`src/sv/ordered_list_store_macros.svh`:
```
// Assertion macros for the ordered list store.
`ifndef ORDERED_LIST_STORE_MACROS_SVH
`define ORDERED_LIST_STORE_MACROS_SVH

`ifndef ASSERT_OFF

`define OLS_ASSERT(label, clk, rst_n, prop, msg) \
    label: assert property (@(posedge clk) disable iff (!rst_n) prop) else $error(msg);

`define OLS_ASSERT_NEVER(label, clk, rst_n, expr, msg) \
    label: assert property (@(posedge clk) disable iff (!rst_n) !(expr)) else $error(msg);

`else

`define OLS_ASSERT(label, clk, rst_n, prop, msg)

`define OLS_ASSERT_NEVER(label, clk, rst_n, expr, msg)

`endif

`endif

```
`src/sv/ols_pkg.sv`:
```
// Shared constants, codes and controller/datapath interface types.
package ols_pkg;

    localparam int DEPTH     = 64;
    localparam int VALUE_W   = 32;
    localparam int ADDR_W    = $clog2(DEPTH);
    localparam int LEN_W     = $clog2(DEPTH + 1);
    localparam int POS_W     = 8;
    localparam int REQ_W     = 3;
    localparam int ERR_W     = 2;
    localparam int CFG_IDX_W = 1;
    localparam int CMP_W     = (LEN_W > POS_W) ? LEN_W : POS_W;

    typedef enum logic [REQ_W-1:0] {
        REQ_GET    = REQ_W'(0),
        REQ_SET    = REQ_W'(1),
        REQ_INSERT = REQ_W'(2),
        REQ_REMOVE = REQ_W'(3),
        REQ_SEARCH = REQ_W'(4),
        REQ_RESIZE = REQ_W'(5)
    } t_req;

    typedef enum logic [ERR_W-1:0] {
        ERR_OK     = ERR_W'(0),
        ERR_RANGE  = ERR_W'(1),
        ERR_STATIC = ERR_W'(2),
        ERR_FULL   = ERR_W'(3)
    } t_err;

    typedef enum logic [CFG_IDX_W-1:0] {
        CFG_DYNAMIC = CFG_IDX_W'(0),
        CFG_FILL    = CFG_IDX_W'(1)
    } t_cfg_idx;

    typedef struct packed {
        logic load;
        logic chk;
        logic ptr_init;
        logic ptr_inc;
        logic ptr_dec;
        logic rd_pos;
        logic rd_step;
        logic hold_rd;
        logic wr_shift;
        logic wr_data;
        logic wr_fill;
        logic cmp;
        logic cnt_commit;
        logic res_load;
    } t_cmd;

    typedef struct packed {
        t_req op;
        t_err err;
        logic more;
        logic out_free;
    } t_status;

endpackage

```
`src/sv/ols_datapath.sv`:
```
// Datapath: entry memory, length, request latch, walk pointer and result register.
`include "ordered_list_store_macros.svh"

module ols_datapath (
    input  logic                            i_clk,
    input  logic                            i_rst_n,
    input  logic                            i_cfg_we,
    input  logic [ols_pkg::CFG_IDX_W-1:0]   i_cfg_index,
    input  logic [ols_pkg::VALUE_W-1:0]     i_cfg_data,
    input  logic [ols_pkg::REQ_W-1:0]       i_req_type,
    input  logic [ols_pkg::POS_W-1:0]       i_position,
    input  logic [ols_pkg::VALUE_W-1:0]     i_data_in,
    input  logic [ols_pkg::POS_W-1:0]       i_new_length,
    input  ols_pkg::t_cmd                   i_cmd,
    output ols_pkg::t_status                o_status,
    input  logic                            i_stall,
    output logic                            o_valid,
    output logic [ols_pkg::VALUE_W-1:0]     o_read_value,
    output logic                            o_found,
    output logic [ols_pkg::ERR_W-1:0]       o_error_code,
    output logic [ols_pkg::LEN_W-1:0]       o_length_now
);

    localparam int                       LEN_W   = ols_pkg::LEN_W;
    localparam int                       CMP_W   = ols_pkg::CMP_W;
    localparam int                       ADDR_W  = ols_pkg::ADDR_W;
    localparam logic [CMP_W-1:0]         DEPTH_C = CMP_W'(ols_pkg::DEPTH);

    logic [ols_pkg::VALUE_W-1:0] r_store [ols_pkg::DEPTH];
    logic [ols_pkg::VALUE_W-1:0] r_rdata;

    logic                        r_dyn;
    logic [ols_pkg::VALUE_W-1:0] r_fill;

    ols_pkg::t_req               r_op;
    logic [ols_pkg::POS_W-1:0]   r_pos;
    logic [ols_pkg::VALUE_W-1:0] r_data;
    logic [ols_pkg::POS_W-1:0]   r_newlen;

    logic [LEN_W-1:0]            r_count;
    logic [LEN_W-1:0]            n_count;
    logic [LEN_W-1:0]            r_ptr;
    logic [LEN_W-1:0]            n_ptr;
    logic                        r_found;
    logic [ols_pkg::VALUE_W-1:0] r_value;
    ols_pkg::t_err               r_err;

    logic                        r_out_valid;
    logic [ols_pkg::VALUE_W-1:0] r_out_value;
    logic                        r_out_found;
    ols_pkg::t_err               r_out_err;
    logic [LEN_W-1:0]            r_out_len;

    logic [CMP_W-1:0]            pos_c;
    logic [CMP_W-1:0]            cnt_c;
    logic [CMP_W-1:0]            nl_c;
    logic [CMP_W-1:0]            ptr_c;
    ols_pkg::t_err               err_c;
    logic                        more_c;
    logic [LEN_W-1:0]            ptr_start;
    logic [LEN_W-1:0]            rd_full;
    logic [LEN_W-1:0]            wr_full;
    logic [ols_pkg::VALUE_W-1:0] wr_val;
    logic                        wr_en;
    logic                        rd_en;

    assign pos_c = CMP_W'(r_pos);
    assign cnt_c = CMP_W'(r_count);
    assign nl_c  = CMP_W'(r_newlen);
    assign ptr_c = CMP_W'(r_ptr);

    always_comb begin
        err_c = ols_pkg::ERR_OK;
        case (r_op)
            ols_pkg::REQ_GET, ols_pkg::REQ_SET: begin
                if (pos_c >= cnt_c) err_c = ols_pkg::ERR_RANGE;
            end
            ols_pkg::REQ_INSERT: begin
                if (!r_dyn)                err_c = ols_pkg::ERR_STATIC;
                else if (pos_c > cnt_c)    err_c = ols_pkg::ERR_RANGE;
                else if (cnt_c >= DEPTH_C) err_c = ols_pkg::ERR_FULL;
            end
            ols_pkg::REQ_REMOVE: begin
                if (!r_dyn)              err_c = ols_pkg::ERR_STATIC;
                else if (pos_c >= cnt_c) err_c = ols_pkg::ERR_RANGE;
            end
            ols_pkg::REQ_RESIZE: begin
                if (!r_dyn)               err_c = ols_pkg::ERR_STATIC;
                else if (nl_c > DEPTH_C)  err_c = ols_pkg::ERR_FULL;
            end
            default: err_c = ols_pkg::ERR_OK;
        endcase
    end

    always_comb begin
        case (r_op)
            ols_pkg::REQ_INSERT: more_c = ptr_c > pos_c;
            ols_pkg::REQ_REMOVE: more_c = (ptr_c + CMP_W'(1)) < cnt_c;
            ols_pkg::REQ_SEARCH: more_c = (ptr_c < cnt_c) && !r_found;
            ols_pkg::REQ_RESIZE: more_c = ptr_c < nl_c;
            default:             more_c = 1'b0;
        endcase
    end

    always_comb begin
        case (r_op)
            ols_pkg::REQ_INSERT, ols_pkg::REQ_RESIZE: ptr_start = r_count;
            ols_pkg::REQ_REMOVE:                      ptr_start = LEN_W'(r_pos);
            default:                                  ptr_start = '0;
        endcase
    end

    always_comb begin
        n_ptr = r_ptr;
        if (i_cmd.ptr_init)     n_ptr = ptr_start;
        else if (i_cmd.ptr_inc) n_ptr = r_ptr + LEN_W'(1);
        else if (i_cmd.ptr_dec) n_ptr = r_ptr - LEN_W'(1);
    end

    always_comb begin
        case (r_op)
            ols_pkg::REQ_INSERT: n_count = r_count + LEN_W'(1);
            ols_pkg::REQ_REMOVE: n_count = r_count - LEN_W'(1);
            ols_pkg::REQ_RESIZE: n_count = LEN_W'(r_newlen);
            default:             n_count = r_count;
        endcase
    end

    always_comb begin
        if (i_cmd.rd_pos) begin
            rd_full = LEN_W'(r_pos);
        end else begin
            case (r_op)
                ols_pkg::REQ_INSERT: rd_full = r_ptr - LEN_W'(1);
                ols_pkg::REQ_REMOVE: rd_full = r_ptr + LEN_W'(1);
                default:             rd_full = r_ptr;
            endcase
        end
    end

    always_comb begin
        if (i_cmd.wr_data) begin
            wr_full = LEN_W'(r_pos);
            wr_val  = r_data;
        end else if (i_cmd.wr_fill) begin
            wr_full = r_ptr;
            wr_val  = r_fill;
        end else begin
            wr_full = r_ptr;
            wr_val  = r_rdata;
        end
    end

    assign rd_en = i_cmd.rd_pos | i_cmd.rd_step;
    assign wr_en = i_cmd.wr_data | i_cmd.wr_fill | i_cmd.wr_shift;

    always_ff @(posedge i_clk) begin
        if (wr_en) begin
            r_store[wr_full[ADDR_W-1:0]] <= wr_val;
        end
    end

    always_ff @(posedge i_clk) begin
        if (rd_en) begin
            r_rdata <= r_store[rd_full[ADDR_W-1:0]];
        end
    end

    always_ff @(posedge i_clk) begin
        if (!i_rst_n) begin
            r_dyn  <= 1'b1;
            r_fill <= '0;
        end else if (i_cfg_we) begin
            case (ols_pkg::t_cfg_idx'(i_cfg_index))
                ols_pkg::CFG_DYNAMIC: r_dyn  <= i_cfg_data[0];
                ols_pkg::CFG_FILL:    r_fill <= i_cfg_data;
                default:              r_dyn  <= r_dyn;
            endcase
        end
    end

    always_ff @(posedge i_clk) begin
        if (i_cmd.load) begin
            r_op     <= ols_pkg::t_req'(i_req_type);
            r_pos    <= i_position;
            r_data   <= i_data_in;
            r_newlen <= i_new_length;
        end
        r_ptr <= n_ptr;
        if (i_cmd.chk) r_err <= err_c;
        if (i_cmd.load) begin
            r_value <= '0;
        end else if (i_cmd.hold_rd) begin
            r_value <= r_rdata;
        end
    end

    always_ff @(posedge i_clk) begin
        if (!i_rst_n) begin
            r_count <= '0;
            r_found <= 1'b0;
        end else begin
            if (i_cmd.cnt_commit) r_count <= n_count;
            if (i_cmd.load) begin
                r_found <= 1'b0;
            end else if (i_cmd.cmp && (r_rdata == r_data)) begin
                r_found <= 1'b1;
            end
        end
    end

    always_ff @(posedge i_clk) begin
        if (!i_rst_n) begin
            r_out_valid <= 1'b0;
        end else if (i_cmd.res_load) begin
            r_out_valid <= 1'b1;
        end else if (!i_stall) begin
            r_out_valid <= 1'b0;
        end
    end

    always_ff @(posedge i_clk) begin
        if (i_cmd.res_load) begin
            r_out_value <= r_value;
            r_out_found <= r_found;
            r_out_err   <= r_err;
            r_out_len   <= r_count;
        end
    end

    assign o_status.op       = r_op;
    assign o_status.err      = err_c;
    assign o_status.more     = more_c;
    assign o_status.out_free = !r_out_valid || !i_stall;

    assign o_valid      = r_out_valid;
    assign o_read_value = r_out_value;
    assign o_found      = r_out_found;
    assign o_error_code = r_out_err;
    assign o_length_now = r_out_len;

    `OLS_ASSERT(a_count_range, i_clk, i_rst_n, r_count <= LEN_W'(ols_pkg::DEPTH), "length beyond capacity")
    `OLS_ASSERT(a_count_hold, i_clk, i_rst_n, !i_cmd.cnt_commit |=> $stable(r_count), "length moved without commit")
    `OLS_ASSERT(a_found_search, i_clk, i_rst_n, r_found |-> (r_op == ols_pkg::REQ_SEARCH), "found set outside search")

endmodule

```
`src/sv/ols_ctrl.sv`:
```
// Controller: sequences each request over the datapath.
`include "ordered_list_store_macros.svh"

module ols_ctrl (
    input  logic             i_clk,
    input  logic             i_rst_n,
    input  logic             i_valid,
    output logic             o_stall,
    output ols_pkg::t_cmd    o_cmd,
    input  ols_pkg::t_status i_status
);

    typedef enum logic [5:0] {
        S_IDLE     = 6'b000001,
        S_DISPATCH = 6'b000010,
        S_CAPTURE  = 6'b000100,
        S_LOOP     = 6'b001000,
        S_MOVE     = 6'b010000,
        S_DONE     = 6'b100000
    } t_state;

    t_state        r_state;
    t_state        n_state;
    ols_pkg::t_cmd cmd;

    always_comb begin
        cmd     = '0;
        n_state = r_state;
        case (r_state)
            S_IDLE: begin
                if (i_valid) begin
                    cmd.load = 1'b1;
                    n_state  = S_DISPATCH;
                end
            end
            S_DISPATCH: begin
                cmd.chk = 1'b1;
                if (i_status.err != ols_pkg::ERR_OK) begin
                    n_state = S_DONE;
                end else begin
                    case (i_status.op)
                        ols_pkg::REQ_GET: begin
                            cmd.rd_pos = 1'b1;
                            n_state    = S_CAPTURE;
                        end
                        ols_pkg::REQ_SET: begin
                            cmd.wr_data = 1'b1;
                            n_state     = S_DONE;
                        end
                        ols_pkg::REQ_REMOVE: begin
                            cmd.rd_pos   = 1'b1;
                            cmd.ptr_init = 1'b1;
                            n_state      = S_CAPTURE;
                        end
                        ols_pkg::REQ_INSERT, ols_pkg::REQ_SEARCH, ols_pkg::REQ_RESIZE: begin
                            cmd.ptr_init = 1'b1;
                            n_state      = S_LOOP;
                        end
                        default: n_state = S_DONE;
                    endcase
                end
            end
            S_CAPTURE: begin
                cmd.hold_rd = 1'b1;
                n_state = (i_status.op == ols_pkg::REQ_REMOVE) ? S_LOOP : S_DONE;
            end
            S_LOOP: begin
                if (i_status.more) begin
                    if (i_status.op == ols_pkg::REQ_RESIZE) begin
                        cmd.wr_fill = 1'b1;
                        cmd.ptr_inc = 1'b1;
                    end else begin
                        cmd.rd_step = 1'b1;
                        n_state     = S_MOVE;
                    end
                end else begin
                    cmd.wr_data    = (i_status.op == ols_pkg::REQ_INSERT);
                    cmd.cnt_commit = i_status.op inside {ols_pkg::REQ_INSERT,
                                                         ols_pkg::REQ_REMOVE,
                                                         ols_pkg::REQ_RESIZE};
                    n_state        = S_DONE;
                end
            end
            S_MOVE: begin
                case (i_status.op)
                    ols_pkg::REQ_INSERT: begin
                        cmd.wr_shift = 1'b1;
                        cmd.ptr_dec  = 1'b1;
                    end
                    ols_pkg::REQ_REMOVE: begin
                        cmd.wr_shift = 1'b1;
                        cmd.ptr_inc  = 1'b1;
                    end
                    default: begin
                        cmd.cmp     = 1'b1;
                        cmd.ptr_inc = 1'b1;
                    end
                endcase
                n_state = S_LOOP;
            end
            S_DONE: begin
                if (i_status.out_free) begin
                    cmd.res_load = 1'b1;
                    n_state      = S_IDLE;
                end
            end
            default: n_state = S_IDLE;
        endcase
    end

    always_ff @(posedge i_clk) begin
        if (!i_rst_n) begin
            r_state <= S_IDLE;
        end else begin
            r_state <= n_state;
        end
    end

    assign o_stall = (r_state != S_IDLE);
    assign o_cmd   = cmd;

    `OLS_ASSERT(a_load_free, i_clk, i_rst_n, cmd.res_load |-> i_status.out_free, "result loaded over a held item")
    `OLS_ASSERT(a_err_done, i_clk, i_rst_n, (r_state == S_DISPATCH && i_status.err != ols_pkg::ERR_OK) |=> (r_state == S_DONE), "failed request touched the list")

endmodule

```
`src/sv/ordered_list_store.sv`:
```
// Ordered list store: get, set, insert, remove, search and resize on a 64-entry list.
// Insert and remove shift the entries past the position, search scans from the head
// until a match or the end of the list, and resize writes the fill value into new entries.
// One item at a time; the shift and scan walk one memory port, entry by entry.
// The next item is taken once the previous result has moved into the output register.
// Synchronous reset clears the length and the control state; entry contents are not cleared.
module ordered_list_store (
    input  logic                            i_clk,
    input  logic                            i_rst_n,
    input  logic                            i_cfg_we,
    input  logic [ols_pkg::CFG_IDX_W-1:0]   i_cfg_index,
    input  logic [ols_pkg::VALUE_W-1:0]     i_cfg_data,
    input  logic                            i_valid,
    output logic                            o_stall,
    input  logic [ols_pkg::REQ_W-1:0]       i_req_type,
    input  logic [ols_pkg::POS_W-1:0]       i_position,
    input  logic [ols_pkg::VALUE_W-1:0]     i_data_in,
    input  logic [ols_pkg::POS_W-1:0]       i_new_length,
    output logic                            o_valid,
    input  logic                            i_stall,
    output logic [ols_pkg::VALUE_W-1:0]     o_read_value,
    output logic                            o_found,
    output logic [ols_pkg::ERR_W-1:0]       o_error_code,
    output logic [ols_pkg::LEN_W-1:0]       o_length_now
);

    ols_pkg::t_cmd    cmd;
    ols_pkg::t_status status;

    ols_ctrl u_ctrl (
        .i_clk    (i_clk),
        .i_rst_n  (i_rst_n),
        .i_valid  (i_valid),
        .o_stall  (o_stall),
        .o_cmd    (cmd),
        .i_status (status)
    );

    ols_datapath u_datapath (
        .i_clk        (i_clk),
        .i_rst_n      (i_rst_n),
        .i_cfg_we     (i_cfg_we),
        .i_cfg_index  (i_cfg_index),
        .i_cfg_data   (i_cfg_data),
        .i_req_type   (i_req_type),
        .i_position   (i_position),
        .i_data_in    (i_data_in),
        .i_new_length (i_new_length),
        .i_cmd        (cmd),
        .o_status     (status),
        .i_stall      (i_stall),
        .o_valid      (o_valid),
        .o_read_value (o_read_value),
        .o_found      (o_found),
        .o_error_code (o_error_code),
        .o_length_now (o_length_now)
    );

endmodule

```
`config.mk`:
```
export PLATFORM = sky130hd
export DESIGN_NAME = ordered_list_store
export DESIGN_NICKNAME = d
export VERILOG_FILES = /design/src/sv/ols_pkg.sv /design/src/sv/ols_datapath.sv /design/src/sv/ols_ctrl.sv /design/src/sv/ordered_list_store.sv
export VERILOG_INCLUDE_DIRS = /design/src /design/src/sv
export SDC_FILE = /design/constraint.sdc
export NUM_CORES = 2
export LEC_CHECK = 0
export ABC_AREA = 1
export BUFFER_PORTS_ARGS = -buffer_cell sky130_fd_sc_hd__buf_2
export CORE_ASPECT_RATIO = 0.6
export CORE_MARGIN = 5
export CORE_UTILIZATION = 35
export CTS_BUF_LIST = sky130_fd_sc_hd__clkbuf_8
export DETAILED_ROUTE_END_ITERATION = 8
export PLACE_DENSITY = 0.48
export SLEW_MARGIN = 20
export SYNTH_ARGS = -nofsm -noshare
export SYNTH_HDL_FRONTEND = slang
export SYNTH_SLANG_ARGS = --single-unit
```
`constraint.sdc`:
```
create_clock -name i_clk -period 6.75 [get_ports i_clk]
set_clock_uncertainty 0.2 [all_clocks]
set_input_delay 0 -clock i_clk [delete_from_list [all_inputs] [get_ports i_clk]]
set_output_delay 0 -clock i_clk [all_outputs]
set_load 0.01 [all_outputs]
```
==> results.sh <==
export IMPL_ys_ff_latch=2262
export IMPL_critPathLaunchType="flop"
export IMPL_finalCritPeriodShare_pct=85.2
export IMPL_netlist_top_cell_by_area="edfxtp_1"
export IMPL_clk_latency_ps=1010
export IMPL_crit_fanout=19
export IMPL_antenna_left=0
export IMPL_period_needed_ps=5750
export IMPL_cts_buffers=341
export IMPL_cts_buffer_depth=4
export IMPL_grt_max_degree=111
export IMPL_wl_per_cell_um=23.7
export IMPL_ys_async_sr_fraction_pct=0
export IMPL_crit_required_ps=7240
export IMPL_synth_ff_type="edfxtp_1"
export IMPL_ir_drop_mv=0.187
export IMPL_tns_ps=0
export IMPL_drc=0
export IMPL_holdWs_ps=88.5
export IMPL_worst_r2r_setup_slack_ps=1000
export IMPL_grt_pass1_vias=67200
export IMPL_grtUsageTotal_pct=22.0
export IMPL_max_freq_ghz=0.174
export IMPL_finalSetupViolations=0
export IMPL_fp_row_count=151
export IMPL_grt_remaining_overflow=0
export IMPL_fp_dieW_um=697
export IMPL_synth_edf_count=2182
export IMPL_vias_per_cell=5.04
export IMPL_synth_area_um2=99200
export IMPL_outcome="complete, no violations"
export IMPL_ys_top_cells_by_area="edfxtp_1 (66%), nand3_1 (10%), nand2_1 (8.3%)"
export IMPL_finalHoldViolations=0
export IMPL_grt_antenna_before_repair=10
export IMPL_drv_slew=0
export IMPL_synth_top_area_share_pct=66.0
export IMPL_final_common_cell="edfxtp_1"
export IMPL_avgSynthCellArea_um2=10.4
export IMPL_clockRootBuffer="clkbuf_8"
export IMPL_yosys_warnings=0
export IMPL_fill_cells=27100
export IMPL_dieArea_um2=295000
export IMPL_routed_wl_mm=334
export IMPL_synth_fp_nets=9690
export IMPL_worst_pin_slew_ps=1100
export IMPL_crit_arrival_ps=6250
export IMPL_hp_class="primary input to flop"
export IMPL_power_density_nw_per_um2=252
export IMPL_ys_types=54
export IMPL_layout_area_overhead_vs_synth_pct=16.4
export IMPL_post_cts_buffers=0
export IMPL_initial_core_util_pct=35.2
export IMPL_layout_common_cells="edfxtp_1 (2,182), nand2_1 (2,181), nand3_1 (2,015)"
export IMPL_cts_resized=0
export IMPL_dp_hpwl_mm=194
export IMPL_cts_tree="done"
export IMPL_htreeDepth=5
export IMPL_io_buffers=132
export IMPL_fp_dieH_um=422
export IMPL_synthCells=9559
export IMPL_drive_above_1_share_pct=9.52
export IMPL_ys_seq_area_share_pct=67.6
export IMPL_maxCapViolCount=0
export IMPL_critPathKind="flop to flop"
export IMPL_end_kind="flop"
export IMPL_ios=133
export IMPL_drt_iter0_drc=7936
export IMPL_cts_num_sinks=2262
export IMPL_rsz0062_at_grt="no"
export IMPL_cts_clk_slew_worst_paths_ps=70
export IMPL_gp_congestion=0.860
export IMPL_relSlewSlack_pct=26.9
export IMPL_fp_coreArea_um2=282000
export IMPL_dr_total_vias=71100
export IMPL_drt_first_pass_iters=6
export IMPL_nNetsFinal=10300
export IMPL_power_leakage_nw=48.0
export IMPL_grt_first_pass_wirelength_mm=481
worst paths after layout:
| kind | to | depth (start not counted) | from |
|---|---|---|---|
| worst max register to register | u_datapath.r_store[47][21]$_DFFE_PP_ | 24 | u_datapath.r_ptr[0]$_DFFE_PP_ |
| worst min-delay path | u_datapath.nl_c[5]$_DFFE_PP_ | 3 | i_new_length[5] |
| worst max-delay path | u_datapath.r_store[47][21]$_DFFE_PP_ | 24 | u_datapath.r_ptr[0]$_DFFE_PP_ |
| worst min register to register | u_datapath.o_read_value[18]$_DFFE_PP_ | 0 | u_datapath.r_value[18]$_SDFFE_PP0N_ |
flip-flops by register name, indices dropped and copies added, names as in the netlist, 2 cells and up:
register	count
u_datapath.r_op	3
u_datapath.r_rdata	32
u_datapath.r_data	32
u_datapath.o_error_code	2
u_datapath.r_fill	32
u_datapath.r_value	32
u_datapath.pos_c	8
u_datapath.r_ptr	7
u_datapath.r_err	2
u_datapath.o_length_now	7
u_ctrl.r_state	6
u_datapath.o_read_value	32
u_datapath.r_store	2048
u_datapath.r_count	7
u_datapath.nl_c	8
through the flow:
step / area, um2 / std cells / setup WS (ps) / power, mW / utilization (%)
after global routing: 116000 / 14100 / 783 / 30.2 / 40.9
final: 116000 / 14100 / 996 / 29.1 / 40.9
after global placement: 107000 / 13300 / 928 / 18.3 / 37.8
after CTS: 115000 / 14100 / 1120 / 29.3 / 40.9
after detailed placement: 107000 / 13300 / 1160 / 18.4 / 37.8
after floorplan: 99200 / 9559 / 736 / 17.2 / -
critical path, cell delays in order (launching register included):
cell      delay [ps]
edfxtp_1         510
inv_2            130
nor3_1           290
nand2_1          140
nand2_1          110
inv_1             70
ha_1             290
a21oi_1          180
o21ai_0          130
nand3_1           80
nand2_1           50
o21ai_0          160
nand3_1          140
nand4_1          130
nand2_1          110
nand3_1          110
nand2_1          210
inv_2            190
nand2_1           70
o21ai_1          270
inv_1            150
nor2_1           190
nand2_1          460
nor2_4           760
buf_12           270
cell usage after synthesis (10+ instances only):
cell type,n
a21oi_1,72
nand4_1,19
nand3_1,2015
ha_1,41
a21o_1,17
o22ai_1,30
xor2_1,19
nand2_1,2182
buf_2,254
buf_1,48
nand3b_1,162
inv_1,1869
nor3_1,10
o21ai_0,93
clkbuf_1,193
nor2_1,172
buf_4,11
edfxtp_1,2182
dfxtp_1,80
metal layers:
metal / wire, um / vias up / global-route usage [%]
li1: - / 32600 / -
met1: 163000 / 35200 / 34.8
met2: 138000 / 2848 / 31.2
met3: 26200 / 477 / 3.41
met4: 7150 / 0 / 5.01
met5: 0 / - / 0
where the power goes:
group	total, mW	switching [mW]	internal (mW)
Combinational	2.91	2.03	0.887
Clock	10.9	5.62	5.25
Sequential	15.3	0.0457	15.3
Total	29.1	7.69	21.4
cell families after synthesis:
kind of cell | after synthesis | share of synthesized area (%)
AOI/OAI and AO/OA | 259 | 1.53
xor gates and xnor gates | 28 | 0.247
adders and majority gates | 42 | 0.537
and+or+nand+nor | 4584 | 20.7
buffers and inverters | 2384 | 9.38
DFF | 2262 | 67.6
layout make-up:
type | instances | area [um2] | share of cell area [%]
clock inverter | 236 | 1240 | 1.08
sequential | 2262 | 67100 | 58.1
antenna | 2 | 5.00 | 0.00433
clock buffer | 356 | 4900 | 4.24
timing repair buffer | 727 | 6850 | 5.93
multi-input combinational | 4913 | 23600 | 20.5
inverter | 1878 | 7060 | 6.12
tap | 3748 | 4690 | 4.06
what timing repair did:
action | CTS | global route
endpoints found under the hold margin | 155 | 2
setup endpoints to repair | 0 | 0
hold buffers | 274 | 1
(Power assumes the default switching activity.)
